### src/hdl/gaussian_blur_5x5_unit_macros.svh
// assertion macros shared by the gaussian blur rtl
`ifndef GAUSSIAN_BLUR_5X5_UNIT_MACROS_SVH
`define GAUSSIAN_BLUR_5X5_UNIT_MACROS_SVH

// same-cycle implication, disabled during reset
`define GB5_ASSERT_IMPL(label, ante, cons, msg) \
  label: assert property (@(posedge clk_i) disable iff (!rst_ni) (ante) |-> (cons)) \
    else $error(msg);

// next-cycle implication, disabled during reset
`define GB5_ASSERT_NEXT(label, ante, cons, msg) \
  label: assert property (@(posedge clk_i) disable iff (!rst_ni) (ante) |=> (cons)) \
    else $error(msg);

`endif

### src/hdl/gb5_pkg.sv
// package with constants and types of the 5x5 gaussian blur
`default_nettype none

package gb5_pkg;

  localparam int unsigned MAX_WIDTH   = 2048;
  localparam int unsigned COL_W       = $clog2(MAX_WIDTH);
  localparam int unsigned WIDTH_W     = 12;
  localparam int unsigned PIX_W       = 8;
  localparam int unsigned KDIM        = 5;
  localparam int unsigned ROWS_FULL   = KDIM - 1;
  localparam int unsigned COL_START   = KDIM - 1;
  localparam int unsigned MIN_WIDTH   = KDIM;
  localparam int unsigned ROW_W       = 3;
  localparam int unsigned LINE_W      = PIX_W * (KDIM - 1);
  localparam int unsigned COLUMN_W    = PIX_W * KDIM;
  localparam int unsigned WIDTH_RESET = 640;

  // kernel weights by class
  localparam int unsigned K_W1  = 1;
  localparam int unsigned K_W4  = 4;
  localparam int unsigned K_W7  = 7;
  localparam int unsigned K_W16 = 16;
  localparam int unsigned K_W26 = 26;
  localparam int unsigned K_W41 = 41;

  // sum bound 273 * 255 fits 17 bits; divide by 273 via reciprocal
  localparam int unsigned SUM_W       = 17;
  localparam int unsigned RECIP       = 122911;
  localparam int unsigned RECIP_SHIFT = 25;
  localparam int unsigned PROD_W      = 2 * SUM_W;
  localparam int unsigned QUOT_W      = PROD_W - RECIP_SHIFT;
  localparam int unsigned PIX_MAX     = 255;

  localparam int unsigned FIFO_DEPTH = 8;
  localparam int unsigned FIFO_AW    = $clog2(FIFO_DEPTH);
  localparam int unsigned OCC_W      = $clog2(FIFO_DEPTH + 1);

  typedef logic [KDIM-1:0][COLUMN_W-1:0] gb5_win_t;

  typedef struct packed {
    logic valid;
    logic last;
  } gb5_ctrl_t;

endpackage

`default_nettype wire

### src/hdl/gb5_filter.sv
// three-stage weighted sum and divide by 273 over the 5x5 window
`default_nettype none

module gb5_filter
  import gb5_pkg::*;
(
  input  logic             clk_i,
  input  logic             rst_ni,
  input  gb5_ctrl_t        in_ctrl_i,
  input  gb5_win_t         win_i,
  output gb5_ctrl_t        out_ctrl_o,
  output logic [PIX_W-1:0] filtered_o
);

  function automatic logic [PIX_W-1:0] px(input gb5_win_t w, input int unsigned r,
                                         input int unsigned c);
    return w[c][PIX_W*(KDIM-1-r) +: PIX_W];
  endfunction

  localparam int unsigned G4_W = PIX_W + 3;
  localparam int unsigned G_W  = PIX_W + 2;

  gb5_ctrl_t          a_ctrl_q, b_ctrl_q, c_ctrl_q;
  logic [G_W-1:0]     g1_q, g7_q, g16_q, g26_q;
  logic [G4_W-1:0]    g4_q;
  logic [PIX_W-1:0]   g41_q;
  logic [SUM_W-1:0]   sum_d, sum_q;
  logic [PROD_W-1:0]  prod_q;
  logic [QUOT_W-1:0]  quot;

  always_ff @(posedge clk_i or negedge rst_ni) begin
    if (!rst_ni) begin
      a_ctrl_q <= '0;
      b_ctrl_q <= '0;
      c_ctrl_q <= '0;
    end else begin
      a_ctrl_q <= in_ctrl_i;
      b_ctrl_q <= a_ctrl_q;
      c_ctrl_q <= b_ctrl_q;
    end
  end

  // pixels grouped by equal weight
  always_ff @(posedge clk_i) begin
    g1_q  <= G_W'(px(win_i, 0, 0)) + G_W'(px(win_i, 0, 4))
           + G_W'(px(win_i, 4, 0)) + G_W'(px(win_i, 4, 4));
    g4_q  <= G4_W'(px(win_i, 0, 1)) + G4_W'(px(win_i, 0, 3))
           + G4_W'(px(win_i, 1, 0)) + G4_W'(px(win_i, 1, 4))
           + G4_W'(px(win_i, 3, 0)) + G4_W'(px(win_i, 3, 4))
           + G4_W'(px(win_i, 4, 1)) + G4_W'(px(win_i, 4, 3));
    g7_q  <= G_W'(px(win_i, 0, 2)) + G_W'(px(win_i, 2, 0))
           + G_W'(px(win_i, 2, 4)) + G_W'(px(win_i, 4, 2));
    g16_q <= G_W'(px(win_i, 1, 1)) + G_W'(px(win_i, 1, 3))
           + G_W'(px(win_i, 3, 1)) + G_W'(px(win_i, 3, 3));
    g26_q <= G_W'(px(win_i, 1, 2)) + G_W'(px(win_i, 2, 1))
           + G_W'(px(win_i, 2, 3)) + G_W'(px(win_i, 3, 2));
    g41_q <= px(win_i, 2, 2);
  end

  assign sum_d = SUM_W'(g1_q) * SUM_W'(K_W1) + SUM_W'(g4_q) * SUM_W'(K_W4)
               + SUM_W'(g7_q) * SUM_W'(K_W7) + SUM_W'(g16_q) * SUM_W'(K_W16)
               + SUM_W'(g26_q) * SUM_W'(K_W26) + SUM_W'(g41_q) * SUM_W'(K_W41);

  always_ff @(posedge clk_i) begin
    sum_q  <= sum_d;
    prod_q <= PROD_W'(sum_q) * PROD_W'(RECIP);
  end

  assign quot       = prod_q[RECIP_SHIFT +: QUOT_W];
  assign filtered_o = (quot > QUOT_W'(PIX_MAX)) ? PIX_W'(PIX_MAX) : quot[PIX_W-1:0];
  assign out_ctrl_o = c_ctrl_q;

endmodule

`default_nettype wire

### config.mk
export PLATFORM = sky130hd
export DESIGN_NAME = gb5_filter
export DESIGN_NICKNAME = d
export VERILOG_FILES = /design/src/hdl/gaussian_blur_5x5_unit_macros.svh /design/src/hdl/gb5_pkg.sv /design/src/hdl/gb5_filter.sv
export SDC_FILE = /design/constraint.sdc
export NUM_CORES = 1
export LEC_CHECK = 0
export BUFFER_PORTS_ARGS = -buffer_cell sky130_fd_sc_hd__buf_2
export CORE_MARGIN = 5
export CORE_UTILIZATION = 45
export CTS_CLUSTER_SIZE = 30
export DETAILED_ROUTE_END_ITERATION = 6
export HOLD_SLACK_MARGIN = 0.15
export PLACE_DENSITY = 0.78
export SYNTH_ARGS = -nofsm -noshare
export SYNTH_HDL_FRONTEND = slang
export SYNTH_SLANG_ARGS = --single-unit
### constraint.sdc
create_clock -name clk_i -period 7.8 [get_ports clk_i]
set_input_delay 1.17 -clock clk_i [delete_from_list [all_inputs] [get_ports clk_i]]
set_output_delay 1.17 -clock clk_i [all_outputs]
set_load 0.05 [all_outputs]
==> results.ini <==
[run_status]
status=complete, no violations

[global_route]
track_usage_pct=16.8
grt_max_degree=21
grt_pass1_vias=10600
gr-total-overflow=0
grt_pass1_wl_um=47200
grt_antenna_before_repair=0

[timing]
final_hold_viol_count=0
max_clock_freq_mhz=156
drv_slew=0
worst_pin_slew_ns=0.559
min_period_ns=6.41
rsz0062_at_grt=no
holdWs_ns=0.350
setup_viol=0
skew_ns=0.00999
min_period_over_period_pct=82.2
relSlewSlack_pct=62.4
setup_tns_ns=0

[run]
cap_violations=0

[logic_synthesis]
synth-seq-cells=91
synthCells=1330
syn-cell-area_mm2=0.0139
synth_top_cells_by_area=fa_1 (37%), ha_1 (23%), dfxtp_1 (12%)
synthDominantCellAreaShare_pct=37.2
async_flop_share_pct=6.59
synth-main-ff-cell=dfxtp_1
yosysSeqAreaShare_pct=13.4
syn-num-nets=2044
synthTopCellsByCount=inv_1 (354), fa_1 (258), ha_1 (252)
synth_area_leader_cell=fa_1
yosysMostFrequentCell=inv_1
synth_edf_count=0
avgSynthCellArea_um2=10.4
synth_cell_types=59
synth_warnings=0

[routing]
via_per_inst=4.94
num_vias=9644
wire_per_inst_um=14.5
drt_wl_total_um=28300
ant_nets=0
dr.pass1.iters=5
drt_iter0_markers=331
drc_errors=0

[worst_setup_path]
r2r-end=sum_q[16]
cp_num_buf_inv=3
endpoint_kind=register
required_ns=8.04
slowest_delay_ns=0.54
path_common_cell=ha_1
rr_startpoint=g26_q[1]
ff2ff_setup_slack_ns=1.39
r2r_cells=23
crit_chain=ha_1 -> fa_1 -> ha_1 -> a21o_1 -> a21oi_2 -> o21ai_1 -> or4_1 -> nand2_1 -> xor2_1 -> fa_1 -> inv_1 -> ha_1 -> ha_1 -> inv_1 -> fa_1 -> fa_1 -> inv_1 -> ha_1 -> a21o_1 -> a21oi_1 -> a2bb2oi_1 -> o211ai_1 -> a311o_1
cp_slowest_cell=fa_1
worstPathArrival_ns=6.66
critical_path_class=register to register
cp_max_fo=6
critPathTopFamily=adder cells
cp_num_cells=23
cp-start-kind=register

[cts]
cts_max_path_buffers=2
htreeDepth=3
cts_sinks=91
hold_buffers=0
clock_latency_ns=0.36
post_cts_buffers=0
tritoncts=built
ctsResizeCount=0
cts_root_buf=clkbuf_16
numCtsBuffers=9
clk_pin_slew_ns=0.07

[final_layout]
drive_gt1_share_pct=15.7
fillers=2696
areaGrowthSynthToFinish_pct=13.5
fin_nets=2266

[hold_path]
holdCritPathClass=register to register
min_from=b_ctrl_q[0]
worstHoldEndpoint=out_ctrl_o[0]
hold-path-cell-count=0

[die]
die_x_um=186
initial_core_util_pct=45.4
die_y_um=186
fp.coreArea_mm2=0.0305
dieArea_mm2=0.0344
num_rows=64
num_io_pins=214

[placed_design]
routabilityCongestion=0.897
port_buffers=213
dpl.hpwl_um=26200

## sequential cells by signal, indices dropped and copies added (netlist names)
| signal | count |
|---|---|
| sum_q | 17 |
| g4_q | 11 |
| g16_q | 10 |
| g1_q | 10 |
| g26_q | 10 |
| g7_q | 10 |
| prod_q | 9 |
| g41_q | 8 |
| a_ctrl_q | 2 |
| b_ctrl_q | 2 |
| out_ctrl_o | 2 |
## cells by family after synthesis
| logic type | share of synthesized area, % |
|---|---|
| adder cells (fa/ha/maj) | 60.0 |
| buffers and inverters | 9.64 |
| AO/OA/AOI/OAI | 7.64 |
| AND/OR/NAND/NOR | 5.63 |
| flip-flops | 13.4 |
| XOR/XNOR | 3.60 |
| multiplexers | 0.144 |
## metal layers
layer  vias up  track usage [%]  wire, um
li1       4648                -         -
met1      4764             19.8     10900
met2       189             32.4     15800
met3        43             2.76      1060
met4         0             3.21       504
met5         -                0         0
## placed cells by master, fill, tap and decap left out, types with 4 or more instances in the layout
| cell type | n |
|---|---|
| o21ai_0 | 28 |
| a31oi_1 | 5 |
| nor3_1 | 18 |
| nor4_1 | 4 |
| o31ai_1 | 4 |
| nand2b_1 | 5 |
| dfrtp_1 | 6 |
| nand3_1 | 16 |
| nor2_1 | 39 |
| a211oi_1 | 9 |
| clkbuf_16 | 9 |
| or2_2 | 9 |
| dfxtp_1 | 85 |
| a21oi_1 | 43 |
| inv_1 | 354 |
| a21o_1 | 21 |
| fa_1 | 258 |
| xor2_1 | 13 |
| o211ai_1 | 9 |
| ha_1 | 252 |
| o21a_1 | 11 |
| nand2_1 | 29 |
| nor2b_1 | 13 |
| xnor2_1 | 44 |
| buf_2 | 213 |
| nand4_1 | 7 |
| o41ai_1 | 4 |
## metrics by stage
step / instances / util, % / area [um^2] / worst slack [ns]
2_1_floorplan: 1330 / - / 13900 / 1.84
3_3_place_gp: 1937 / 50.5 / 15400 / 1.60
3_5_place_dp: 1937 / 50.5 / 15400 / 1.45
4_1_cts: 1953 / 51.6 / 15700 / 1.41
5_1_grt: 1953 / 51.6 / 15700 / 1.10
6_report: 1954 / 51.6 / 15700 / 1.39
## worst max-delay path by stage
stage                     startpoint         to  slack (ns)
after floorplan             g26_q[1]  sum_q[16]        1.84
after global placement      g26_q[1]  sum_q[16]        1.60
after detailed placement    g26_q[1]  sum_q[16]        1.45
after CTS                   g26_q[1]  sum_q[16]        1.41
after global routing        g26_q[1]  sum_q[16]        1.10
final                       g26_q[1]  sum_q[16]        1.39
## layout make-up
type	instances	area, um^2	area share [%]
antenna	1	2.50	0.0159
clock buffer	9	225	1.43
clock inverter	7	88.8	0.565
inverter	354	1330	8.44
multi-input combinational	883	10700	67.9
sequential	91	1850	11.8
tap	396	495	3.15
timing repair buffer	213	1070	6.77
Power is left out: the tool's default activity adds up to more than one toggle a clock period on the data nets, which glitch-free logic cannot reach.
